### config.mk
export PLATFORM = sky130hd
export DESIGN_NAME = aarm_sqrt
export DESIGN_NICKNAME = d
export VERILOG_FILES = /design/src/hdl/aarm_pkg.sv /design/src/hdl/aarm_sqrt.sv
export SDC_FILE = /design/constraint.sdc
export NUM_CORES = 2
export LEC_CHECK = 0
export BUFFER_PORTS_ARGS = -buffer_cell sky130_fd_sc_hd__buf_2
export CORE_MARGIN = 2
export CORE_UTILIZATION = 30
export CTS_BUF_LIST = sky130_fd_sc_hd__clkbuf_4 sky130_fd_sc_hd__clkbuf_8 sky130_fd_sc_hd__clkbuf_16
export DETAILED_ROUTE_END_ITERATION = 8
export SYNTH_ARGS = -nofsm -noshare
export SYNTH_HDL_FRONTEND = slang
export SYNTH_SLANG_ARGS = --single-unit
### constraint.sdc
create_clock -name i_clk -period 10.3 [get_ports i_clk]
set_input_delay 1.545 -clock i_clk [delete_from_list [all_inputs] [get_ports i_clk]]
set_output_delay 1.545 -clock i_clk [all_outputs]
set_load 0.02 [all_outputs]
### src/hdl/aarm_pkg.sv
`default_nettype none
// ----------------------------------------------------------------------------
// aarm_pkg
// Types, constants and small arithmetic helpers shared by the rotation
// matrix pipeline.
// ----------------------------------------------------------------------------
package aarm_pkg;

    // request kinds
    typedef enum logic {
        OP_AXIS  = 1'b0,
        OP_EULER = 1'b1
    } t_op;

    localparam int unsigned CORDIC_STEPS = 17;
    localparam int unsigned SQRT_STEPS   = 32;
    localparam int unsigned DIV_STEPS    = 17;

    // Q.16 working value, range +-1.0
    typedef logic signed [17:0] t_q16;
    // matrix entry before output scaling
    typedef logic signed [19:0] t_ent;

    localparam logic signed [31:0] CORDIC_K = 32'sd652032874;
    localparam logic signed [18:0] HALF_PI  = 19'sd102944;
    localparam logic signed [18:0] PI_Q16   = 19'sd205887;
    localparam t_q16                ONE      = 18'sd65536;
    localparam logic signed [15:0]  OUT_LIM  = 16'sd16384;

    typedef struct packed {
        t_op                op;
        logic signed [15:0] vec_x;
        logic signed [15:0] vec_y;
        logic signed [15:0] vec_z;
        logic signed [15:0] angle;
    } t_in_beat;

    typedef struct packed {
        logic signed [15:0] row0_col0;
        logic signed [15:0] row0_col1;
        logic signed [15:0] row0_col2;
        logic signed [15:0] row1_col0;
        logic signed [15:0] row1_col1;
        logic signed [15:0] row1_col2;
        logic signed [15:0] row2_col0;
        logic signed [15:0] row2_col1;
        logic signed [15:0] row2_col2;
    } t_out_beat;

    typedef struct packed {
        t_q16 s;
        t_q16 c;
    } t_sincos;

    // sine/cosine of the three angle lanes
    typedef struct packed {
        t_sincos sc0;
        t_sincos sc1;
        t_sincos sc2;
    } t_sc3;

    // normalized axis
    typedef struct packed {
        t_q16 x;
        t_q16 y;
        t_q16 z;
    } t_nvec;

    // atan(2^-i) in units of 2^-16 rad
    function automatic logic [15:0] atan_lut(input int unsigned idx);
        logic [15:0] v;
        case (idx)
            0:       v = 16'd51472;
            1:       v = 16'd30386;
            2:       v = 16'd16055;
            3:       v = 16'd8150;
            4:       v = 16'd4091;
            5:       v = 16'd2047;
            6:       v = 16'd1024;
            7:       v = 16'd512;
            8:       v = 16'd256;
            9:       v = 16'd128;
            10:      v = 16'd64;
            11:      v = 16'd32;
            12:      v = 16'd16;
            13:      v = 16'd8;
            14:      v = 16'd4;
            15:      v = 16'd2;
            16:      v = 16'd1;
            default: v = 16'd0;
        endcase
        return v;
    endfunction

    // saturate to +-1.0 in Q.16
    function automatic t_q16 clamp_q16(input logic signed [32:0] v);
        t_q16 r;
        if (v > 33'sd65536) begin
            r = ONE;
        end else if (v < -33'sd65536) begin
            r = -ONE;
        end else begin
            r = v[17:0];
        end
        return r;
    endfunction

    // Q.16 product, rounded half up
    function automatic t_ent mulq(input t_ent a, input t_ent b);
        logic signed [39:0] p;
        p = a * b;
        p = p + 40'sd32768;
        p = p >>> 16;
        return p[19:0];
    endfunction

    // Q.16 to Q2.14, rounded and saturated
    function automatic logic signed [15:0] sat_out(input t_ent v);
        logic signed [20:0] w;
        logic signed [15:0] r;
        w = 21'(v) + 21'sd2;
        w = w >>> 2;
        if (w > 21'sd16384) begin
            r = OUT_LIM;
        end else if (w < -21'sd16384) begin
            r = -OUT_LIM;
        end else begin
            r = w[15:0];
        end
        return r;
    endfunction

endpackage
`default_nettype wire

### src/hdl/aarm_sqrt.sv
`default_nettype none
// ----------------------------------------------------------------------------
// aarm_sqrt
// Pipelined digit-by-digit square root of q * 2^32, one root bit per stage.
// ----------------------------------------------------------------------------
module aarm_sqrt (
    input  logic        i_clk,
    input  logic        i_en,
    input  logic [31:0] i_q,
    output logic [31:0] o_root
);
    import aarm_pkg::*;

    logic [32:0] r_rem  [SQRT_STEPS];
    logic [31:0] r_root [SQRT_STEPS];
    logic [31:0] r_num  [SQRT_STEPS];

    for (genvar k = 0; k < SQRT_STEPS; k++) begin : g_step
        logic [32:0] a_rem;
        logic [31:0] a_root;
        logic [31:0] a_num;
        logic [34:0] w_t;
        logic [34:0] w_d;
        logic [32:0] n_rem;
        logic [31:0] n_root;
        logic [31:0] n_num;

        if (k == 0) begin : g_first
            assign a_rem  = '0;
            assign a_root = '0;
            assign a_num  = i_q;
        end else begin : g_next
            assign a_rem  = r_rem[k-1];
            assign a_root = r_root[k-1];
            assign a_num  = r_num[k-1];
        end

        // bring down the next bit pair, try root*4+1
        assign w_t = {a_rem, a_num[31:30]};
        assign w_d = {1'b0, a_root, 2'b01};

        always_comb begin
            n_num = {a_num[29:0], 2'b00};
            if (w_t >= w_d) begin
                n_rem  = 33'(w_t - w_d);
                n_root = {a_root[30:0], 1'b1};
            end else begin
                n_rem  = w_t[32:0];
                n_root = {a_root[30:0], 1'b0};
            end
        end

        always_ff @(posedge i_clk) begin
            if (i_en) begin
                r_rem[k]  <= n_rem;
                r_root[k] <= n_root;
                r_num[k]  <= n_num;
            end
        end
    end

    assign o_root = r_root[SQRT_STEPS-1];

endmodule
`default_nettype wire

## Word-level counts from Yosys, hierarchy flattened

Memory sizes are Yosys's and may differ from the RTL's.
Index checks and enable logic that the tools add are counted.

- $lt $le $gt $ge: 32
- Add/subtract/negate cells: 32
- Muxes and demuxes: 66

Operators with widths:

| cell | number |
|---|---|
| 35-bit by 34-bit >= comparator with 1-bit output | 31 |
| 33-bit 2-to-1 mux | 32 |
| 33-bit subtractor | 31 |
| 1-bit 2-to-1 mux | 34 |
| 2-bit by 1-bit subtractor with 3-bit output, second input constant | 1 |
| 2-bit by 1-bit >= comparator with 1-bit output, second input constant | 1 |

- Output and inout port bits: 32
- Memories kept: 3
- Register bits: 0
- RAM bits: 3040
- Word-level logic and storage cells: 133
- Bits of input ports: 34

Memories:

| memory | depth | bits a word | rd ports | clocked after memory_dff | wr ports | RTL line | text |
|---|---|---|---|---|---|---|---|
| r_rem | 32 | 33 | 31 | 0 | 32 | aarm_sqrt.sv:14 | `logic [32:0] r_rem [SQRT_STEPS];` |
| r_root | 32 | 32 | 32 | 0 | 32 | aarm_sqrt.sv:15 | `logic [31:0] r_root [SQRT_STEPS];` |
| r_num | 32 | 30 | 31 | 0 | 32 | aarm_sqrt.sv:16 | `logic [31:0] r_num [SQRT_STEPS];` |

## Longest topological paths before layout

An unclocked memory read counts as a cell.

- Depth in word-level cells: 3
- Gate-level depth with buffers: 14
- Gate-level depth less buffers: 13

## Least setup slack after synthesis

Ideal clock, no wire load.

- Path kind: register -> register
- From: mem r_rem[9][20] (netlist: r_rem[0][317])
- To: mem r_rem[10][12] (netlist: r_rem[0][342]), data pin
- Path slack: 6.744 ns
- Clock period less this slack: 3.556 ns
- Buffers on the path: 0
- Arrival: 3.275 ns
- Data required time: 10.019 ns
- Stages on the path, launching flop included: 9
- Setup time: 0.281 ns
- Path through: edfxtp_1 or4_4 or4_1 or3_1 or3_1 or4_4 a211oi_4 a2111oi_1 xor2_1

RTL lines:

| what | RTL line |
|---|---|
| start: declaration | aarm_sqrt.sv:14 |

==> metrics.csv <==
stage,metric,value,unit
outcome,status,finished clean,
synth,share of Yosys cell area claimed by the top area cell type,57.4,%
sta,Worst Hold Slack,0.395,ns
routing,DRC,0,
sta,final hold vios,0,
routing,TritonRoute pass-1 iters,8,
synth,Compound-Gate Fraction of Synth Area,11.6,%
sta,final setup margin,6.01,ns
clock_tree,clk slew on worst S/H paths,0.06,ns
synth,"Primary FF master, synth",edfxtp_1,
finish,share of cells above drive strength 1,7.35,%
synth,Adder-Cell Fraction of Synth Area,7.66,%
floorplanning,initial core utilization,30.1,%
clock_tree,Inserted Clock Buffers,192,
floorplanning,die width,553,um
synth,Synth Register Bits,1728,
flow_run,max-cap violation count,0,
synth,largest area contributor in the synthesized netlist,edfxtp_1,
grt,gr usage total,11.4,%
synth,largest family of logic cells by synthesized area,compound AO/OA/AOI/OAI gates,
synth,post-synthesis cell area,90500,um2
sta,Final Max Tran Viols,0,
sta,final worst path period need,4.29,ns
critical_path,worst r2r dst,r_rem[0][342],
critical_path,flop2flop setup slack,6.01,ns
sta,final cycle utilization of the critical path,41.7,%
grt,largest net degree at the start of global routing,185,
synth,mux contribution to synthesized area,1.22,%
finish,Final Net Count,8452,
clock_tree,Sink Count,1728,
clock_tree,clk buf depth,4,
critical_path,Worst setup SP type,flop,
synth,syn_area_per_cell,11.7,um2
routing,final WL,180000,um
synth,Area contributors post-synth,"edfxtp_1 57%, ha_1 7.3%, xor2_1 3.8%",
min_path,Hold Crit Depth,0,
critical_path,critical setup path kind,flop to flop,
grt,total gr overflow,0,
synth,Syn Inst Count,7709,
critical_path,crit-path cells,"or4_4, or4_1, or3_1, or3_1, or4_4, a211oi_4, a2111oi_1, xor2_1",
clock_tree,Post-CTS Hold Buffers,0,
sta,Slew @ Worst Pin,1.24,ns
clock_tree,Root Driver,clkbuf_16,
routing,ANT nets after route,0,
synth,Syn Nets,8288,
clock_tree,CTS tree,built,
routing,number of DRC markers in iteration 0,4325,
finish,Util after Layout,34.0,%
sta,RSZ-0062 raised after global routing,no,
finish,area added between synthesis and finish,12.8,%
grt,antenna violations before repair,3,
synth,Post-synth EDFFs,1728,
place,buffers added on ports,65,
critical_path,WP data arrival,4.89,ns
power,Power Total,21700,uW
floorplanning,row count,201,
min_path,hold endpoint,r_num[0][147],
sta,setup_tns,0,ns
clock_tree,"Setup Fix Bufs, Post-CTS",0,
sta,Layout Skew,0.120,ns
sta,"Setup violations, final",0,
place,GP Congestion,0.897,
floorplanning,I/O pin cnt,66,
power,Max rail drop VDD,0.178,mV
power,PwrDens,213,nW/um2
grt,first-pass GRT wire length,294000,um
critical_path,Worst path slowest cell,a211oi_4,
routing,via count,58200,
place,hpwl dp,131000,um
min_path,Hold Startpoint,r_num[0][115],
floorplanning,DIE HEIGHT,553,um
critical_path,critical path's largest stage delay,0.80,ns
synth,"Seq/Total Area, Yosys",57.4,%
floorplanning,full die area,306000,um2
critical_path,FF-to-FF path depth,8,
critical_path,crit path max fanout,25,
synth,Async SR Flop Fraction,0,%
sta,normalized max-slew margin,14.9,%
routing,Via density,4.86,
sta,Achievable Freq,233,MHz
critical_path,Worst R2R Start,r_rem[0][317],
clock_tree,worst skew pair latency,0.90,ns
clock_tree,H-tree Lvls,4,
grt,vias in the first global route,58800,
critical_path,Crit path required time,10.90,ns
min_path,Worst Hold Class,flop to flop,
power,Leakage,0.0389,uW
synth,Yosys cell types,84,
synth,yosys warns,0,
place,pre-CTS worst setup slack,5.98,ns
synth,Synth Area in XOR/XNOR,7.48,%
clock_tree,post_cts resized,0,
critical_path,CP Capture Type,flop,
routing,DR WL/cell,15.0,um
floorplanning,Core Region,300000,um2
synth,post-synthesis simple-gate area fraction,11.3,%
[layer usage]
layer,wire (um),GRT usage [%],vias to the layer above
met3,6540,1.72,458
met5,262,0,-
met1,75400,13.3,27800
met2,90500,20.7,1245
met4,7130,4.80,2
li1,-,-,28700
[critical path, delay by kind of cell, from the launching register on]
family / cells / cell delay, ns
flip-flops: 1 / 0.40
AND/OR/NAND/NOR: 5 / 2.42
AO/OA/AOI/OAI: 2 / 0.99
XOR/XNOR: 1 / 0.20
[worst max path at each step]
| stage | start | endpoint | slack (ns) | cells past startpoint |
|---|---|---|---|---|
| finish | r_rem[0][317] | r_rem[0][342] | 6.01 | 8 |
| global route | r_rem[1][371] | r_rem[1][411] | 5.75 | 10 |
| CTS | r_rem[0][317] | r_rem[0][342] | 5.98 | 8 |
| detailed placement | r_rem[0][317] | r_rem[0][342] | 5.98 | 8 |
| global placement | r_rem[0][317] | r_rem[0][342] | 5.97 | 8 |
| floorplan | r_rem[0][317] | r_rem[0][342] | 6.74 | 8 |
[kinds of logic (layout without fill, tap and decap cells)]
family	Yosys count	in the layout
buffers and inverters	809	1129
AND/OR/NAND/NOR	2069	2069
XOR/XNOR	772	772
adder cells (fa/ha/maj)	545	545
flip-flops	1728	1728
other	1	3
AO/OA/AOI/OAI	1686	1686
multiplexers	99	99
[sequential cells by signal, indices dropped and copies added, names as in the netlist]
signal	flops
r_rem	960
r_num	240
r_root	528
[cell usage in the layout, fill, tap and decap left out, types with 16 or more instances in the layout]
cell type	n
a21boi_0	16
nor2b_1	50
buf_2	64
nand4b_1	17
inv_1	669
a31oi_1	32
nand2_1	550
a21o_1	210
xnor2_1	381
xor2_1	391
nor4_1	121
nor2_1	504
nor3_1	209
o21a_1	79
or2_2	45
o31ai_1	63
edfxtp_1	1728
o211ai_1	38
and3_1	38
nand3b_1	26
or3_1	80
clkbuf_16	193
buf_4	38
or4_1	61
a211oi_1	61
and2_1	37
clkinv_2	28
clkinv_1	47
ha_1	530
nand2b_1	95
nand3_1	119
nand4_1	63
a21oi_1	502
a2111oi_0	19
bufinv_16	21
o21ai_0	433
mux2_2	91
clkbuf_4	33
o21bai_1	65
[per-stage QoR]
stage	cell area (um2)	cells
final	102000	12000
after global routing	102000	12000
after CTS	102000	12000
after detailed placement	95700	11600
after global placement	95700	11600
after floorplan	90500	7709
[report_power, final]
part / switching (uW) / internal, uW / leakage [uW]
sequential: 688 / 9120 / 0.0163
clock: 2800 / 4060 / 0.00313
combinational: 2870 / 2210 / 0.0194
[Yosys cell counts, types with 10 or more instances]
library cell / number
o22ai_1: 16
a211oi_1: 61
mux2_2: 91
o21a_1: 79
a2111oi_0: 19
a21boi_0: 16
o41ai_1: 10
a31oi_1: 33
nand4b_1: 17
nor2b_1: 50
o211ai_1: 38
nor3b_1: 11
o31ai_1: 64
buf_1: 10
nand3b_1: 26
nand4_1: 63
inv_1: 669
nand3_1: 119
edfxtp_1: 1728
or2_2: 45
a211o_1: 15
o21ai_0: 433
or4_1: 61
a21o_1: 210
fa_1: 15
clkbuf_1: 124
and3_1: 38
o21bai_1: 65
or3_1: 80
nand2b_1: 95
ha_1: 530
xnor2_1: 381
a21oi_1: 502
nand2_1: 550
nor3_1: 212
nor4_1: 122
nor2_1: 505
o31a_1: 12
xor2_1: 391
a31o_2: 12
and2_1: 37
[layout make-up]
class | count | area (um2)
Timing Repair Buffer | 108 | 726
Clock inverter | 124 | 1290
Inverter | 671 | 2520
Multi-Input combinational cell | 5172 | 35600
Clock buffer | 226 | 5080
Sequential cell | 1728 | 51900
Tap cell | 3958 | 4950
Fill cell | 29100 | 198000
Antenna cell | 2 | 5.00
Note: power is estimated with default switching activity, not from simulation.
