File: src/hdl/aarm_pkg.sv
`default_nettype none
// ----------------------------------------------------------------------------
// aarm_pkg
// Types, constants and small arithmetic helpers shared by the rotation
// matrix pipeline.
// ----------------------------------------------------------------------------
package aarm_pkg;

    // request kinds
    typedef enum logic {
        OP_AXIS  = 1'b0,
        OP_EULER = 1'b1
    } t_op;

    localparam int unsigned CORDIC_STEPS = 17;
    localparam int unsigned SQRT_STEPS   = 32;
    localparam int unsigned DIV_STEPS    = 17;

    // Q.16 working value, range +-1.0
    typedef logic signed [17:0] t_q16;
    // matrix entry before output scaling
    typedef logic signed [19:0] t_ent;

    localparam logic signed [31:0] CORDIC_K = 32'sd652032874;
    localparam logic signed [18:0] HALF_PI  = 19'sd102944;
    localparam logic signed [18:0] PI_Q16   = 19'sd205887;
    localparam t_q16                ONE      = 18'sd65536;
    localparam logic signed [15:0]  OUT_LIM  = 16'sd16384;

    typedef struct packed {
        t_op                op;
        logic signed [15:0] vec_x;
        logic signed [15:0] vec_y;
        logic signed [15:0] vec_z;
        logic signed [15:0] angle;
    } t_in_beat;

    typedef struct packed {
        logic signed [15:0] row0_col0;
        logic signed [15:0] row0_col1;
        logic signed [15:0] row0_col2;
        logic signed [15:0] row1_col0;
        logic signed [15:0] row1_col1;
        logic signed [15:0] row1_col2;
        logic signed [15:0] row2_col0;
        logic signed [15:0] row2_col1;
        logic signed [15:0] row2_col2;
    } t_out_beat;

    typedef struct packed {
        t_q16 s;
        t_q16 c;
    } t_sincos;

    // sine/cosine of the three angle lanes
    typedef struct packed {
        t_sincos sc0;
        t_sincos sc1;
        t_sincos sc2;
    } t_sc3;

    // normalized axis
    typedef struct packed {
        t_q16 x;
        t_q16 y;
        t_q16 z;
    } t_nvec;

    // atan(2^-i) in units of 2^-16 rad
    function automatic logic [15:0] atan_lut(input int unsigned idx);
        logic [15:0] v;
        case (idx)
            0:       v = 16'd51472;
            1:       v = 16'd30386;
            2:       v = 16'd16055;
            3:       v = 16'd8150;
            4:       v = 16'd4091;
            5:       v = 16'd2047;
            6:       v = 16'd1024;
            7:       v = 16'd512;
            8:       v = 16'd256;
            9:       v = 16'd128;
            10:      v = 16'd64;
            11:      v = 16'd32;
            12:      v = 16'd16;
            13:      v = 16'd8;
            14:      v = 16'd4;
            15:      v = 16'd2;
            16:      v = 16'd1;
            default: v = 16'd0;
        endcase
        return v;
    endfunction

    // saturate to +-1.0 in Q.16
    function automatic t_q16 clamp_q16(input logic signed [32:0] v);
        t_q16 r;
        if (v > 33'sd65536) begin
            r = ONE;
        end else if (v < -33'sd65536) begin
            r = -ONE;
        end else begin
            r = v[17:0];
        end
        return r;
    endfunction

    // Q.16 product, rounded half up
    function automatic t_ent mulq(input t_ent a, input t_ent b);
        logic signed [39:0] p;
        p = a * b;
        p = p + 40'sd32768;
        p = p >>> 16;
        return p[19:0];
    endfunction

    // Q.16 to Q2.14, rounded and saturated
    function automatic logic signed [15:0] sat_out(input t_ent v);
        logic signed [20:0] w;
        logic signed [15:0] r;
        w = 21'(v) + 21'sd2;
        w = w >>> 2;
        if (w > 21'sd16384) begin
            r = OUT_LIM;
        end else if (w < -21'sd16384) begin
            r = -OUT_LIM;
        end else begin
            r = w[15:0];
        end
        return r;
    endfunction

endpackage
`default_nettype wire

File: src/hdl/aarm_cordic.sv
`default_nettype none
// ----------------------------------------------------------------------------
// aarm_cordic
// Pipelined rotation-mode CORDIC: half-turn reduction, 17 micro-rotations,
// sign fix and rounding to Q.16.
// ----------------------------------------------------------------------------
module aarm_cordic (
    input  logic                i_clk,
    input  logic                i_en,
    input  logic signed [15:0]  i_angle,
    output aarm_pkg::t_sincos   o_sc
);
    import aarm_pkg::*;

    logic signed [18:0] w_z8;
    logic signed [18:0] n_z0;
    logic               n_neg0;
    logic signed [18:0] r_z0;
    logic               r_neg0;

    logic signed [31:0] r_x   [CORDIC_STEPS];
    logic signed [31:0] r_y   [CORDIC_STEPS];
    logic signed [18:0] r_z   [CORDIC_STEPS];
    logic               r_neg [CORDIC_STEPS];

    logic signed [32:0] w_xf;
    logic signed [32:0] w_yf;
    t_sincos            r_sc;

    // angle in 2^-16 rad, folded into +-pi/2
    assign w_z8 = {i_angle, 3'b000};

    always_comb begin
        n_z0   = w_z8;
        n_neg0 = 1'b0;
        if (w_z8 > HALF_PI) begin
            n_z0   = w_z8 - PI_Q16;
            n_neg0 = 1'b1;
        end else if (w_z8 < -HALF_PI) begin
            n_z0   = w_z8 + PI_Q16;
            n_neg0 = 1'b1;
        end
    end

    always_ff @(posedge i_clk) begin
        if (i_en) begin
            r_z0   <= n_z0;
            r_neg0 <= n_neg0;
        end
    end

    // micro-rotation stages
    for (genvar i = 0; i < CORDIC_STEPS; i++) begin : g_step
        logic signed [31:0] a_x;
        logic signed [31:0] a_y;
        logic signed [18:0] a_z;
        logic               a_neg;
        logic signed [18:0] w_atan;
        logic signed [31:0] n_x;
        logic signed [31:0] n_y;
        logic signed [18:0] n_z;

        if (i == 0) begin : g_first
            assign a_x   = CORDIC_K;
            assign a_y   = '0;
            assign a_z   = r_z0;
            assign a_neg = r_neg0;
        end else begin : g_next
            assign a_x   = r_x[i-1];
            assign a_y   = r_y[i-1];
            assign a_z   = r_z[i-1];
            assign a_neg = r_neg[i-1];
        end

        assign w_atan = {3'b000, atan_lut(i)};

        always_comb begin
            if (a_z >= 19'sd0) begin
                n_x = a_x - (a_y >>> i);
                n_y = a_y + (a_x >>> i);
                n_z = a_z - w_atan;
            end else begin
                n_x = a_x + (a_y >>> i);
                n_y = a_y - (a_x >>> i);
                n_z = a_z + w_atan;
            end
        end

        always_ff @(posedge i_clk) begin
            if (i_en) begin
                r_x[i]   <= n_x;
                r_y[i]   <= n_y;
                r_z[i]   <= n_z;
                r_neg[i] <= a_neg;
            end
        end
    end

    // undo the half-turn, then round from Q.30 to Q.16
    assign w_xf = r_neg[CORDIC_STEPS-1] ? -33'(r_x[CORDIC_STEPS-1]) : 33'(r_x[CORDIC_STEPS-1]);
    assign w_yf = r_neg[CORDIC_STEPS-1] ? -33'(r_y[CORDIC_STEPS-1]) : 33'(r_y[CORDIC_STEPS-1]);

    always_ff @(posedge i_clk) begin
        if (i_en) begin
            r_sc.c <= clamp_q16((w_xf + 33'sd8192) >>> 14);
            r_sc.s <= clamp_q16((w_yf + 33'sd8192) >>> 14);
        end
    end

    assign o_sc = r_sc;

endmodule
`default_nettype wire

File: config.mk
export PLATFORM = sky130hd
export DESIGN_NAME = aarm_cordic
export DESIGN_NICKNAME = d
export VERILOG_FILES = /design/src/hdl/aarm_pkg.sv /design/src/hdl/aarm_cordic.sv
export SDC_FILE = /design/constraint.sdc
export NUM_CORES = 2
export LEC_CHECK = 0
export BUFFER_PORTS_ARGS = -buffer_cell sky130_fd_sc_hd__buf_2
export CELL_PAD_IN_SITES_DETAIL_PLACEMENT = 0
export CELL_PAD_IN_SITES_GLOBAL_PLACEMENT = 1
export CORE_MARGIN = 2
export CORE_UTILIZATION = 25
export DETAILED_ROUTE_END_ITERATION = 16
export HOLD_SLACK_MARGIN = 0.02
export PLACE_DENSITY_LB_ADDON = 0.1
export SYNTH_ARGS = -nofsm -noshare
export SYNTH_HDL_FRONTEND = slang
export SYNTH_SLANG_ARGS = --single-unit
File: constraint.sdc
create_clock -name i_clk -period 14.2 [get_ports i_clk]
set_input_delay 2.84 -clock i_clk [delete_from_list [all_inputs] [get_ports i_clk]]
set_output_delay 2.84 -clock i_clk [all_outputs]
set_load 0.01 [all_outputs]
# Word level (Yosys, flattened, before mapping)
# Memory sizes are Yosys's and may differ from the RTL's.
# Cells that the tools add are included.
[op_classes]
magnitude_cmp = 23
n_mux = 59
addsub = 104
n_reduce_logical = 2
[op_table]
columns = ["operator", "n"]
rows = [
  ["2-to-1 mux 32 bit", 33],
  ["2-to-1 mux 19 bit", 19],
  ["greater-or-equal comparator 19 x 1 -> 1 bit, second input constant", 17],
  ["adder 33 x 15 -> 33 bit, second input constant", 2],
  ["2-to-1 mux 33 bit", 2],
  ["negator 32 -> 33 bit", 2],
  ["adder 32 x 16 -> 32 bit", 2],
  ["adder 32 x 17 -> 32 bit", 2],
  ["adder 32 x 18 -> 32 bit", 2],
  ["adder 32 x 19 -> 32 bit", 2],
  ["adder 32 x 20 -> 32 bit", 2],
  ["adder 32 x 21 -> 32 bit", 2],
  ["adder 32 x 22 -> 32 bit", 2],
  ["adder 32 x 23 -> 32 bit", 2],
  ["adder 32 x 24 -> 32 bit", 2],
  ["adder 32 x 25 -> 32 bit", 2],
  ["adder 32 x 26 -> 32 bit", 2],
  ["adder 32 x 27 -> 32 bit", 2],
  ["adder 32 x 28 -> 32 bit", 2],
  ["adder 32 x 29 -> 32 bit", 2],
  ["adder 32 x 30 -> 32 bit", 2],
  ["adder 32 x 31 -> 32 bit", 2],
  ["subtractor 32 x 16 -> 32 bit", 2],
  ["subtractor 32 x 17 -> 32 bit", 2],
  ["other kinds (54)", 77],
]
[totals]
ram_bits = 1428
ff_bits = 56
inputBits = 18
n_memories = 4
out_inout_bits = 36
wordCells = 198
[memory_table]
columns = ["memory", "depth", "word_bits", "rd", "rd_clocked_by_memory_dff", "wr", "line", "text"]
rows = [
  ["r_x", 17, 32, 17, 0, 17, "aarm_cordic.sv:21", "logic signed [31:0] r_x [CORDIC_STEPS];"],
  ["r_y", 17, 32, 17, 0, 17, "aarm_cordic.sv:22", "logic signed [31:0] r_y [CORDIC_STEPS];"],
  ["r_z", 17, 19, 16, 0, 17, "aarm_cordic.sv:23", "logic signed [18:0] r_z [CORDIC_STEPS];"],
  ["r_neg", 17, 1, 17, 0, 17, "aarm_cordic.sv:24", "logic r_neg [CORDIC_STEPS];"],
]

# Depth between registers and ports, before layout
# An unclocked memory read counts as a cell.
[logic_depth]
word_depth = 6
mapped_depth = 21
depth_no_buf = 21

# Worst setup path before layout
# OpenSTA, ideal clock, no wires.
[synth_timing]
kind = "flip-flop to flip-flop"
start = "memory r_y[6][12]"
end = "memory r_x[7][31], data pin"
required_time_ns = 13.940
arrival_time_ns = 4.721
stages_incl_launch_ff = 20
period_less_slack_ns = 4.981
slack_ns = 9.219
cell_sequence = "edfxtp_1 > or3_1 > or3b_2 > nor2_1 > nand2_1 > or2_2 > o21ai_0 > xor2_1 > ha_1 > a21oi_1 > o21bai_1 > a211oi_1 > o211ai_1 > a311oi_1 > o21ai_0 > o41a_1 > o41ai_1 > o2111ai_1 > a21oi_1 > xnor2_1"
[synth_lines]
columns = ["item", "line"]
rows = [
  ["start, declared", "aarm_cordic.sv:22"],
  ["end, declared", "aarm_cordic.sv:21"],
]

==> results.py <==
metrics = {
    "outcome": {
        "status": "complete, no violations",
    },
    "finish": {
        "fin_util_pct": 28.2,
        "fin_area_um2": 123000,
        "layout-drive-gt1-share_pct": 4.41,
        "final_nets": 12800,
        "mostFrequentLayoutCells": "edfxtp_1, ha_1, xnor2_1",
        "syn_to_final_growth_pct": 12.3,
        "multi_input_area_um2": 66600,
        "ff_latch_area_um2": 40400,
        "fillers": 45800,
        "layout_commonest_cell": "edfxtp_1",
    },
    "setup_path": {
        "path_max_fanout": 6,
        "startpoint_type": "flop",
        "cp.arrival_ns": 6.56,
        "path_cells": "or3_1 -> or3b_2 -> nor2_1 -> nand2_1 -> or2_2 -> o21ai_0 -> xor2_1 -> ha_1 -> a21oi_1 -> o21bai_1 -> a211oi_1 -> o211ai_1 -> a311oi_1 -> o21ai_0 -> o41a_1 -> o41ai_1 -> o2111ai_1 -> a21oi_1 -> xnor2_1",
        "crit_buf_inv": 0,
        "critical-path-slowest-cell": "a311oi_1",
        "end_kind": "flop",
        "slowest_delay_ns": 0.53,
        "critical_path_class": "reg -> reg",
        "cp_top_family": "compound AO/OA/AOI/OAI gates",
        "worstPathRequired_ns": 14.83,
    },
    "place": {
        "gp_congestion": 0.817,
        "place_area_um2": 117000,
        "dp_hpwl_um": 275000,
        "io_buffers": 53,
    },
    "detailed_routing": {
        "vias": 85000,
        "firstDrtPassIters": 5,
        "wl_um": 343000,
        "routedWlPerCell_um": 19.7,
        "vias_per_cell": 4.88,
        "drc": 0,
        "initialDrtViolationCount": 5143,
        "postRouteAntennaNets": 0,
    },
    "synthesis": {
        "synth_edf_count": 1346,
        "synth_cell_type_count": 93,
        "syn-instance-count": 11400,
        "ys_ff_latch": 1346,
        "synth_top_area_share_pct": 36.8,
        "yosys_warnings": 0,
        "synth_fp_nets": 12700,
        "syn_area_um2": 110000,
        "synth-main-ff-cell": "edfxtp_1",
        "syn_avg_cell_area_um2": 9.64,
        "ys_seq_area_share_pct": 36.8,
        "netlist_top_cells_area": "edfxtp_1, ha_1, xnor2_1, xor2_1, a21oi_1",
        "synth-async-reset-ratio_pct": 0,
        "post-synth-top-area-cell": "edfxtp_1",
    },
    "die": {
        "die_h_um": 667,
        "ioPinCount": 54,
        "fp.coreArea_um2": 438000,
        "start_util_pct": 25.1,
        "rows": 243,
        "dieArea_um2": 445000,
        "die_w_um": 667,
    },
    "sta": {
        "max_slew_margin_pct": 21.3,
        "fmax_mhz": 169,
        "drv_slew": 0,
        "timing.setup.tns_ns": 0,
        "hold_viol": 0,
        "min_period_over_period_pct": 41.8,
        "rsz0062_at_grt": "no",
        "min_period_ns": 5.93,
        "final.setup_skew_ns": 0.0780,
        "worst_slew_pin_slew_ns": 1.17,
        "setup_viol": 0,
    },
    "global_routing": {
        "grt_pass1_vias": 84400,
        "antenna_found_initial": 8,
        "grtUsageTotal_pct": 15.1,
        "grt_pass1_wl_um": 526000,
        "grt_max_degree": 163,
        "grt_overflow": 0,
    },
    "clock_tree": {
        "htreeDepth": 4,
        "cts_buffers": 190,
        "ctsHoldBuffers": 0,
        "path_clk_slew_ns": 0.06,
        "clock_path_buffers": 4,
        "cts.sinks": 1346,
        "worstSkewPairLatency_ns": 0.93,
        "root_buffer": "clkbuf_16",
        "cts_setup_buffers": 0,
        "cts-resized-gates": 0,
        "cts_tree": "built",
    },
    "job": {
        "cap_violations": 0,
    },
    "min_path": {
        "hold_class": "reg -> reg",
    },
}
-- area by class of cell --
cell class	count	share of cell area, %
Timing Repair Buffer	110	0.655
Multi-Input combinational cell	9286	54.0
Antenna cell	6	0.0122
Sequential cell	1346	32.7
Clock buffer	224	3.97
Clock inverter	114	1.05
Inverter	583	1.77
Tap cell	5757	5.84
-- Yosys cell counts (64+ instances only) --
library cell  instances
edfxtp_1           1346
and3_1               87
xor2_1              584
a211oi_1             93
nor4_1               90
ha_1               1185
inv_1               578
o21bai_1            127
nor3_1              273
clkbuf_1            164
xnor2_1            1060
a31oi_1              99
o31ai_1             236
a21oi_1             853
nand2b_1            184
or2_2                64
nor2_1              843
nand3_1             202
nand2_1             735
or4_1                75
o21ai_0             775
nor2b_1             206
o41ai_1              76
o21a_1              149
or3_1               200
a21o_1              335
-- final timing paths --
kind         startpoint         end  slack [ns]  depth (start not counted)
min            r_neg[8]    r_neg[9]        0.41                          0
min reg2reg    r_neg[8]    r_neg[9]        0.41                          0
max          r_y[6][12]  r_x[7][31]        8.27                         19
max reg2reg  r_y[6][12]  r_x[7][31]        8.27                         19
-- per-stage QoR --
| stage | setup WS (ns) | std cells | hold WS [ns] |
|---|---|---|---|
| floorplan | 9.22 | 11400 | 0.400 |
| global placement | 8.05 | 17100 | 0.401 |
| detailed placement | 8.22 | 17100 | 0.405 |
| CTS | 8.19 | 17400 | 0.414 |
| global route | 7.56 | 17400 | 0.416 |
| finish | 8.27 | 17400 | 0.410 |
-- flip-flops by register name, indices dropped and copies added, names as in the netlist --
register	count
r_x	489
r_z	275
r_y	513
g_step.a_z	18
r_neg	15
o_sc	36
-- worst reg2reg max path: stages, from the launching register on --
cell and delay [ns]:
edfxtp_1 0.45, or3_1 0.40, or3b_2 0.51, nor2_1 0.18
nand2_1 0.09, or2_2 0.30, o21ai_0 0.22, xor2_1 0.21
ha_1 0.32, a21oi_1 0.20, o21bai_1 0.10, a211oi_1 0.24
o211ai_1 0.19, a311oi_1 0.53, o21ai_0 0.31, o41a_1 0.40
o41ai_1 0.53, o2111ai_1 0.19, a21oi_1 0.22, xnor2_1 0.09
-- per-layer routing --
layer / share of wire, % / vias to the layer above / track usage, % / routed length, um
li1: - / 42600 / - / -
met1: 48 / 40900 / 20.6 / 166000
met2: 47 / 1220 / 25.6 / 160000
met3: 3.0 / 331 / 1.52 / 10200
met4: 2.2 / 0 / 3.38 / 7540
met5: 0 / - / 0 / 0
-- cells by family (layout without fill, tap and decap cells) --
kind of cell | Yosys count | in the layout | synth area share (%)
buffers and inverters | 774 | 1031 | 2.65
DFF | 1346 | 1346 | 36.8
xor gates and xnor gates | 1645 | 1645 | 13.1
muxes | 20 | 20 | 0.183
adders and majority gates | 1231 | 1231 | 14.3
other | 0 | 6 | 0
AOI/OAI and AO/OA | 3207 | 3207 | 18.7
and+or+nand+nor | 3183 | 3183 | 14.3
Power is left out: the tool's default activity adds up to more than one toggle a clock period on the data nets, which glitch-free logic cannot reach.
