--- src/hdl/aarm_pkg.sv ---
`default_nettype none
// ----------------------------------------------------------------------------
// aarm_pkg
// Types, constants and small arithmetic helpers shared by the rotation
// matrix pipeline.
// ----------------------------------------------------------------------------
package aarm_pkg;

    // request kinds
    typedef enum logic {
        OP_AXIS  = 1'b0,
        OP_EULER = 1'b1
    } t_op;

    localparam int unsigned CORDIC_STEPS = 17;
    localparam int unsigned SQRT_STEPS   = 32;
    localparam int unsigned DIV_STEPS    = 17;

    // Q.16 working value, range +-1.0
    typedef logic signed [17:0] t_q16;
    // matrix entry before output scaling
    typedef logic signed [19:0] t_ent;

    localparam logic signed [31:0] CORDIC_K = 32'sd652032874;
    localparam logic signed [18:0] HALF_PI  = 19'sd102944;
    localparam logic signed [18:0] PI_Q16   = 19'sd205887;
    localparam t_q16                ONE      = 18'sd65536;
    localparam logic signed [15:0]  OUT_LIM  = 16'sd16384;

    typedef struct packed {
        t_op                op;
        logic signed [15:0] vec_x;
        logic signed [15:0] vec_y;
        logic signed [15:0] vec_z;
        logic signed [15:0] angle;
    } t_in_beat;

    typedef struct packed {
        logic signed [15:0] row0_col0;
        logic signed [15:0] row0_col1;
        logic signed [15:0] row0_col2;
        logic signed [15:0] row1_col0;
        logic signed [15:0] row1_col1;
        logic signed [15:0] row1_col2;
        logic signed [15:0] row2_col0;
        logic signed [15:0] row2_col1;
        logic signed [15:0] row2_col2;
    } t_out_beat;

    typedef struct packed {
        t_q16 s;
        t_q16 c;
    } t_sincos;

    // sine/cosine of the three angle lanes
    typedef struct packed {
        t_sincos sc0;
        t_sincos sc1;
        t_sincos sc2;
    } t_sc3;

    // normalized axis
    typedef struct packed {
        t_q16 x;
        t_q16 y;
        t_q16 z;
    } t_nvec;

    // atan(2^-i) in units of 2^-16 rad
    function automatic logic [15:0] atan_lut(input int unsigned idx);
        logic [15:0] v;
        case (idx)
            0:       v = 16'd51472;
            1:       v = 16'd30386;
            2:       v = 16'd16055;
            3:       v = 16'd8150;
            4:       v = 16'd4091;
            5:       v = 16'd2047;
            6:       v = 16'd1024;
            7:       v = 16'd512;
            8:       v = 16'd256;
            9:       v = 16'd128;
            10:      v = 16'd64;
            11:      v = 16'd32;
            12:      v = 16'd16;
            13:      v = 16'd8;
            14:      v = 16'd4;
            15:      v = 16'd2;
            16:      v = 16'd1;
            default: v = 16'd0;
        endcase
        return v;
    endfunction

    // saturate to +-1.0 in Q.16
    function automatic t_q16 clamp_q16(input logic signed [32:0] v);
        t_q16 r;
        if (v > 33'sd65536) begin
            r = ONE;
        end else if (v < -33'sd65536) begin
            r = -ONE;
        end else begin
            r = v[17:0];
        end
        return r;
    endfunction

    // Q.16 product, rounded half up
    function automatic t_ent mulq(input t_ent a, input t_ent b);
        logic signed [39:0] p;
        p = a * b;
        p = p + 40'sd32768;
        p = p >>> 16;
        return p[19:0];
    endfunction

    // Q.16 to Q2.14, rounded and saturated
    function automatic logic signed [15:0] sat_out(input t_ent v);
        logic signed [20:0] w;
        logic signed [15:0] r;
        w = 21'(v) + 21'sd2;
        w = w >>> 2;
        if (w > 21'sd16384) begin
            r = OUT_LIM;
        end else if (w < -21'sd16384) begin
            r = -OUT_LIM;
        end else begin
            r = w[15:0];
        end
        return r;
    endfunction

endpackage
`default_nettype wire

--- src/hdl/aarm_div.sv ---
`default_nettype none
// ----------------------------------------------------------------------------
// aarm_div
// One axis component divided by the vector length: rounded restoring
// division, one quotient bit per stage.
// ----------------------------------------------------------------------------
module aarm_div (
    input  logic               i_clk,
    input  logic               i_en,
    input  logic signed [15:0] i_v,
    input  logic        [31:0] i_r,
    output aarm_pkg::t_q16     o_n
);
    import aarm_pkg::*;

    logic [16:0] w_abs;
    logic [47:0] w_num;

    logic [31:0] r_rem0;
    logic [16:0] r_low0;
    logic [31:0] r_div0;
    logic        r_neg0;
    logic        r_zero0;

    logic [31:0] r_rem  [DIV_STEPS];
    logic [16:0] r_low  [DIV_STEPS];
    logic [16:0] r_quo  [DIV_STEPS];
    logic [31:0] r_div  [DIV_STEPS];
    logic        r_neg  [DIV_STEPS];
    logic        r_zero [DIV_STEPS];

    logic signed [17:0] w_qs;
    t_q16               r_n;

    // numerator |v| * 2^32 + r/2; quotient fits in 17 bits
    assign w_abs = i_v[15] ? -{i_v[15], i_v} : {i_v[15], i_v};
    assign w_num = {w_abs[15:0], 32'd0} + {17'd0, i_r[31:1]};

    always_ff @(posedge i_clk) begin
        if (i_en) begin
            r_rem0  <= {1'b0, w_num[47:17]};
            r_low0  <= w_num[16:0];
            r_div0  <= i_r;
            r_neg0  <= i_v[15];
            r_zero0 <= (i_r == 32'd0);
        end
    end

    for (genvar k = 0; k < DIV_STEPS; k++) begin : g_step
        logic [31:0] a_rem;
        logic [16:0] a_low;
        logic [16:0] a_quo;
        logic [31:0] a_div;
        logic        a_neg;
        logic        a_zero;
        logic [32:0] w_t;
        logic [31:0] n_rem;
        logic        n_bit;

        if (k == 0) begin : g_first
            assign a_rem  = r_rem0;
            assign a_low  = r_low0;
            assign a_quo  = '0;
            assign a_div  = r_div0;
            assign a_neg  = r_neg0;
            assign a_zero = r_zero0;
        end else begin : g_next
            assign a_rem  = r_rem[k-1];
            assign a_low  = r_low[k-1];
            assign a_quo  = r_quo[k-1];
            assign a_div  = r_div[k-1];
            assign a_neg  = r_neg[k-1];
            assign a_zero = r_zero[k-1];
        end

        assign w_t = {a_rem, a_low[16]};

        always_comb begin
            if (w_t >= {1'b0, a_div}) begin
                n_rem = 32'(w_t - {1'b0, a_div});
                n_bit = 1'b1;
            end else begin
                n_rem = w_t[31:0];
                n_bit = 1'b0;
            end
        end

        always_ff @(posedge i_clk) begin
            if (i_en) begin
                r_rem[k]  <= n_rem;
                r_low[k]  <= {a_low[15:0], 1'b0};
                r_quo[k]  <= {a_quo[15:0], n_bit};
                r_div[k]  <= a_div;
                r_neg[k]  <= a_neg;
                r_zero[k] <= a_zero;
            end
        end
    end

    // sign back on; zero-length vector gives zero
    assign w_qs = {1'b0, r_quo[DIV_STEPS-1]};

    always_ff @(posedge i_clk) begin
        if (i_en) begin
            if (r_zero[DIV_STEPS-1]) begin
                r_n <= '0;
            end else if (r_neg[DIV_STEPS-1]) begin
                r_n <= -w_qs;
            end else begin
                r_n <= w_qs;
            end
        end
    end

    assign o_n = r_n;

endmodule
`default_nettype wire

--- config.mk ---
export PLATFORM = sky130hd
export DESIGN_NAME = aarm_div
export DESIGN_NICKNAME = d
export VERILOG_FILES = /design/src/hdl/aarm_pkg.sv /design/src/hdl/aarm_div.sv
export SDC_FILE = /design/constraint.sdc
export NUM_CORES = 2
export LEC_CHECK = 0
export ABC_AREA = 0
export ABC_CLOCK_PERIOD_IN_PS = 7200
export BUFFER_PORTS_ARGS = -buffer_cell sky130_fd_sc_hd__buf_2
export CAP_MARGIN = 20
export CORE_ASPECT_RATIO = 0.7
export CORE_MARGIN = 1
export CORE_UTILIZATION = 50
export CTS_CLUSTER_DIAMETER = 40
export CTS_CLUSTER_SIZE = 40
export DETAILED_ROUTE_END_ITERATION = 8
export MAX_ROUTING_LAYER = met4
export PLACE_DENSITY = 0.72
export RECOVER_POWER = 100
export SLEW_MARGIN = 30
export SYNTH_ARGS = -nofsm -noshare
export SYNTH_HDL_FRONTEND = slang
export SYNTH_SLANG_ARGS = --single-unit
--- constraint.sdc ---
create_clock -name i_clk -period 7.2 [get_ports i_clk]
set_input_delay 0.36 -clock i_clk [delete_from_list [all_inputs] [get_ports i_clk]]
set_output_delay 0.36 -clock i_clk [all_outputs]
set_load 0.005 [all_outputs]
; ---- After elaboration in Yosys (flattened, before gate mapping)
; Memory sizes are Yosys's and may differ from the RTL's.
; Cells that the tools add are included.
[totals]
wordCells = 91
register_bits = 100
mem_bits_rw = 1683
n_memories = 6
[mem_list]
columns = memory, words, word_bits, rd, rd_clocked_by_memory_dff, wr, line
row1 = r_div, 17, 32, 16, 0, 17, aarm_div.sv:28  ; logic [31:0] r_div [DIV_STEPS];
row2 = r_rem, 17, 32, 16, 0, 17, aarm_div.sv:25  ; logic [31:0] r_rem [DIV_STEPS];
row3 = r_quo, 17, 17, 17, 0, 17, aarm_div.sv:27  ; logic [16:0] r_quo [DIV_STEPS];
row4 = r_low, 17, 16, 16, 0, 17, aarm_div.sv:26  ; logic [16:0] r_low [DIV_STEPS];
row5 = r_neg, 17, 1, 17, 0, 17, aarm_div.sv:29  ; logic r_neg [DIV_STEPS];
row6 = r_zero, 17, 1, 17, 0, 17, aarm_div.sv:30  ; logic r_zero [DIV_STEPS];
[classes]
n_bitwise = 1
add_sub_neg = 20
n_mux = 38
reduce_logical = 2
magnitude_cmp = 17
[op_table]
columns = operator, n
row1 = $mux W32, 17
row2 = $sub A32 B32 Y32, 17
row3 = $ge A33 B32 Y1, 16
row4 = $add A48 B31 Y48, 1
row5 = $ge A32 B32 Y1, 1
row6 = $logic_not A32 Y1, 1
row7 = $mux W1, 19
row8 = $neg A17 Y18, 1
row9 = $mux W17, 1
row10 = $mux W16, 1
row11 = $neg A16 Y16, 1
row12 = $reduce_or A2 Y1, 1
row13 = $not A1 Y1, 1

; ---- Logic depth before layout (Yosys ltp)
[depth]
ltp_word = 3
ltp_mapped = 15

; ---- Worst setup path before layout
; Ideal clock, no wire load.
[synth_path]
kind = flip-flop to flip-flop
start = register r_div0[17], in the netlist g_step[0].a_div[17]
end = memory r_rem[0][18] (data pin)
stages_incl_launch_ff = 15
arrival_time_ns = 3.195
path_slack_ns = 3.745
required_time_ns = 6.940
setup_ns = 0.260
period_less_slack_ns = 3.455
path_cell_list = edfxtp_1 > inv_1 > ha_1 > inv_1 > fa_1 > a21o_1 > a21oi_1 > o21ai_0 > a2111oi_2 > o41ai_2 > o21ai_0 > a21oi_1 > a211o_1 > buf_2 > mux2_2
[synth_lines]
columns = element, line
row1 = "start, declared", aarm_div.sv:21  ; logic [31:0] r_div0;
row2 = "start signal, assigned", aarm_div.sv:43  ; r_div0 <= i_r;
row3 = "end, declared", aarm_div.sv:25

==> summary.txt <==
Status
  • Status: complete, but fails checks
  • Failing checks: capacitance limit, slew limit

Route
  • Vias: 51850
  • DRC: 0
  • DR iter-0 viols: 5562
  • Routed Antenna Nets: 0
  • Wirelength, routed: 183900 um
  • First-pass DRT Iterations: 6
  • Wire per inst: 20.66 um
  • Via/cell ratio: 5.824

Place
  • Hpwl dp: 138200 um
  • Dpl ws: 2.914 ns
  • Dpl cell area: 0.07579 mm^2
  • IO Port Bufs: 67
  • Placer Congestion: 0.9995
  • Placed insts: 8585

Pwr
  • Clock power share: 20.6%
  • Combinational power share: 45.8%
  • Cell Pwr Density: 461.8 mW/mm^2
  • P_int: 22.56 mW
  • Worst VDD drop: 0.0002776 V
  • Sequential share of power: 33.6%
  • Switching pwr: 14.87 mW
  • Leakage: 33.07 nW
  • Switching part of the total: 39.72%

Setup path
  • CP Data Required Time: 7.54 ns
  • Worst reg2reg path depth: 11
  • CP max FO: 52
  • Data arrival, critical path: 5.91 ns
  • Register-to-Register Setup Slack: 1.63 ns
  • RR Startpoint: r_div[0][203]$_DFFE_PP_
  • R2R Path End: r_rem[0][243]$_DFFE_PP_
  • Worst Setup Start Kind: flop
  • CP endpoint kind: flop
  • WS Path Type: flop to flop

Synth
  • Synth area leader: edfxtp_1
  • Post-synthesis cell type count: 86
  • Top_reg_cell synth: edfxtp_1
  • Post-Synthesis Cells: 6714
  • Register area share after synthesis: 52.35%
  • Synth top area share: 52.35%
  • Asr flop ratio synth: 0%
  • Post-synth EDFFs: 1279
  • Yosys warning count: 0
  • Synth Register Bits: 1279
  • Cell Area, Synth: 0.07336 mm^2
  • Commonest cells in the netlist: edfxtp_1 (1279), inv_1 (663), nand2_1 (600), ha_1 (545), a21oi_1 (520)
  • Most common cell in the netlist: edfxtp_1
  • Top cells by area, synth: edfxtp_1 (52%), ha_1 (9.3%), a21oi_1 (3.5%), o21ai_0 (3.5%), inv_1 (3.4%)
  • Post-Syn Area per Cell: 10.93 um^2
  • Post-Synthesis Net Count: 7325

CTS
  • Root Driver: clkbuf_16
  • CTS tree: yes
  • Max clock buf depth: 3
  • Sink Count: 1279
  • Clk Latency, worst-skew pair: 0.79 ns
  • Clk pin slew, worst setup/hold paths: 0.08 ns
  • Number of buffers created by CTS: 143
  • H-tree depth: 4
  • PostCTS Resize Cnt: 0

STA
  • Slew Viols, Final: 1348
  • Final Hold Viols: 0
  • Final worst path period need: 5.573 ns
  • Setup TNS: 0 ns
  • Fmax: 179.4 MHz
  • Rel. slew slack: -236.1%
  • Final Skew: 0.04013 ns
  • Crit share post-route: 77.40%
  • RSZ-0062 raised after global routing: false
  • Least-Margin Pin Slew: 5.042 ns
  • Final Setup Violations: 0
  • Final setup margin: 1.627 ns

Global route
  • Remaining Overflow, GRT: 0
  • Global-route wire length before repair: 282400 um
  • Antenna violations before repair: 3
  • Tot GR Track Use: 25.29%
  • Pin count of the biggest net entering global routing: 183
  • Vias in the first global route: 48410

Hold path
  • Hold depth: 1
  • Hold Crit Class: primary input to flop
  • Sink of the worst hold path: r_rem[0][219]$_DFFE_PP_
  • HP Start: i_en

Floorplanning
  • Full die area: 0.1483 mm^2
  • Initial Utilization: 50.42%
  • Area of the core: 0.1455 mm^2
  • Die height: 322.5 um
  • Rows: 117
  • Die W: 459.8 um
  • IO Pins: 68

Layout
  • Layout cells sized above 1: 6.343%
  • Post-route cell area: 0.08105 mm^2
  • Final non-filler cell total: 8903
  • Area grow syn2layout: 10.47%
  • Fin nets: 7429

Job
  • Max Cap Violations: 23
-- critical path, stage by stage (launching register included) --
cell and delay (ns):
edfxtp_1 0.44, inv_1 0.07, ha_1 0.43, and4_1 0.34, nand4_1 0.12, o21a_1 0.27
o21ai_0 0.49, o31a_1 0.28, or3b_1 0.37, nand3_1 0.15, clkbuf_1 1.70, a21oi_1 0.45
-- metal layers --
metal / vias to the layer above / wire (um) / GRT usage (%)
met5: - / 0 / -
met4: 0 / 3322 / 5.760
met2: 1966 / 75570 / 34.67
li1: 24860 / - / -
met3: 223 / 17580 / 5.911
met1: 24800 / 87430 / 37.58
-- cell usage in the layout (no fill, tap or decap), drive strengths merged, types with 30 or more instances in the layout --
| cell | synthesis | routed |
|---|---|---|
| nand4 | 96 | 96 |
| nand2b | 66 | 66 |
| clkbuf | 160 | 224 |
| o21a | 75 | 75 |
| nor2b | 77 | 77 |
| mux2 | 138 | 138 |
| o31ai | 63 | 63 |
| nand3 | 95 | 95 |
| a211oi | 39 | 39 |
| clkinv | 0 | 39 |
| inv | 664 | 711 |
| nor2 | 352 | 352 |
| nor3 | 86 | 86 |
| dlygate4sd3 | 0 | 49 |
| xor2 | 197 | 197 |
| o21bai | 54 | 54 |
| a31oi | 73 | 73 |
| and3 | 57 | 57 |
| nor4 | 30 | 30 |
| buf | 28 | 33 |
| o21ai | 512 | 512 |
| nand2 | 600 | 600 |
| xnor2 | 266 | 266 |
| ha | 545 | 545 |
| a21oi | 521 | 521 |
| a21o | 278 | 278 |
| edfxtp | 1279 | 1279 |
-- sequential cells by signal, indices dropped and copies added, names as in the netlist --
| signal | flops |
|---|---|
| r_neg | 17 |
| g_step.a_neg | 1 |
| g_step.a_low | 16 |
| r_quo | 153 |
| g_step.a_zero | 1 |
| r_zero | 17 |
| r_div | 512 |
| g_step.a_rem | 17 |
| r_rem | 512 |
| o_n | 18 |
| g_step.a_div | 15 |
-- repair_timing --
item,4_1_cts,5_1_grt
setup buffers,0,0
hold buffers,49,0
endpoints found under the hold margin,50,0
-- final cells by class --
class | instances | area [um^2]
multi-input combinational | 4583 | 31660
antenna | 3 | 7.507
fill | 12270 | 64460
clock inverter | 105 | 1257
sequential | 1279 | 38410
timing repair buffer | 147 | 974.7
inverter | 664 | 2495
tap | 1963 | 2456
clock buffer | 159 | 3787
-- power groups by stage --
stage / Combinational, mW / Sequential (mW) / Clock, mW
detailed placement: 16.7 / 12.7 / 0
global placement: 16.4 / 12.7 / 0
CTS: 16.9 / 12.5 / 7.88
global route: 18.9 / 12.7 / 8.16
floorplan: 13.0 / 11.9 / 0
finish: 17.1 / 12.6 / 7.71
-- metrics by stage --
step	utilization, %	hold WS [ns]	total power, mW
2_1_floorplan	-	0.4003	24.85
3_3_place_gp	52.06	0.4004	29.04
3_5_place_dp	52.09	0.4045	29.39
4_1_cts	55.89	0.1015	37.30
5_1_grt	55.70	0.1221	39.79
6_report	55.70	0.08391	37.43
-- logic make-up after synthesis --
logic type      share of synthesized area (%)
xor+xnor                                5.527
fa+ha+maj                               9.731
flops                                   52.35
compound gates                          15.59
mux                                     2.364
simple gates                            9.984
buf+inv                                 4.451
-- how the worst max path moves through the flow --
| stage | startpoint | to | slack [ns] | cells after the start |
|---|---|---|---|---|
| floorplan | g_step[0].a_div[17]$_DFFE_PP_ | r_rem[0][18]$_DFFE_PP_ | 3.74 | 14 |
| global placement | r_div[0][353]$_DFFE_PP_ | r_rem[0][410]$_DFFE_PP_ | 3.02 | 12 |
| detailed placement | r_div[0][353]$_DFFE_PP_ | r_rem[0][403]$_DFFE_PP_ | 2.91 | 12 |
| CTS | r_div[0][353]$_DFFE_PP_ | r_rem[0][410]$_DFFE_PP_ | 2.89 | 12 |
| global route | r_div[0][134]$_DFFE_PP_ | r_rem[0][176]$_DFFE_PP_ | 1.29 | 12 |
| finish | r_div[0][203]$_DFFE_PP_ | r_rem[0][243]$_DFFE_PP_ | 1.63 | 11 |
No activity file was read; power rests on OpenSTA's default activity.
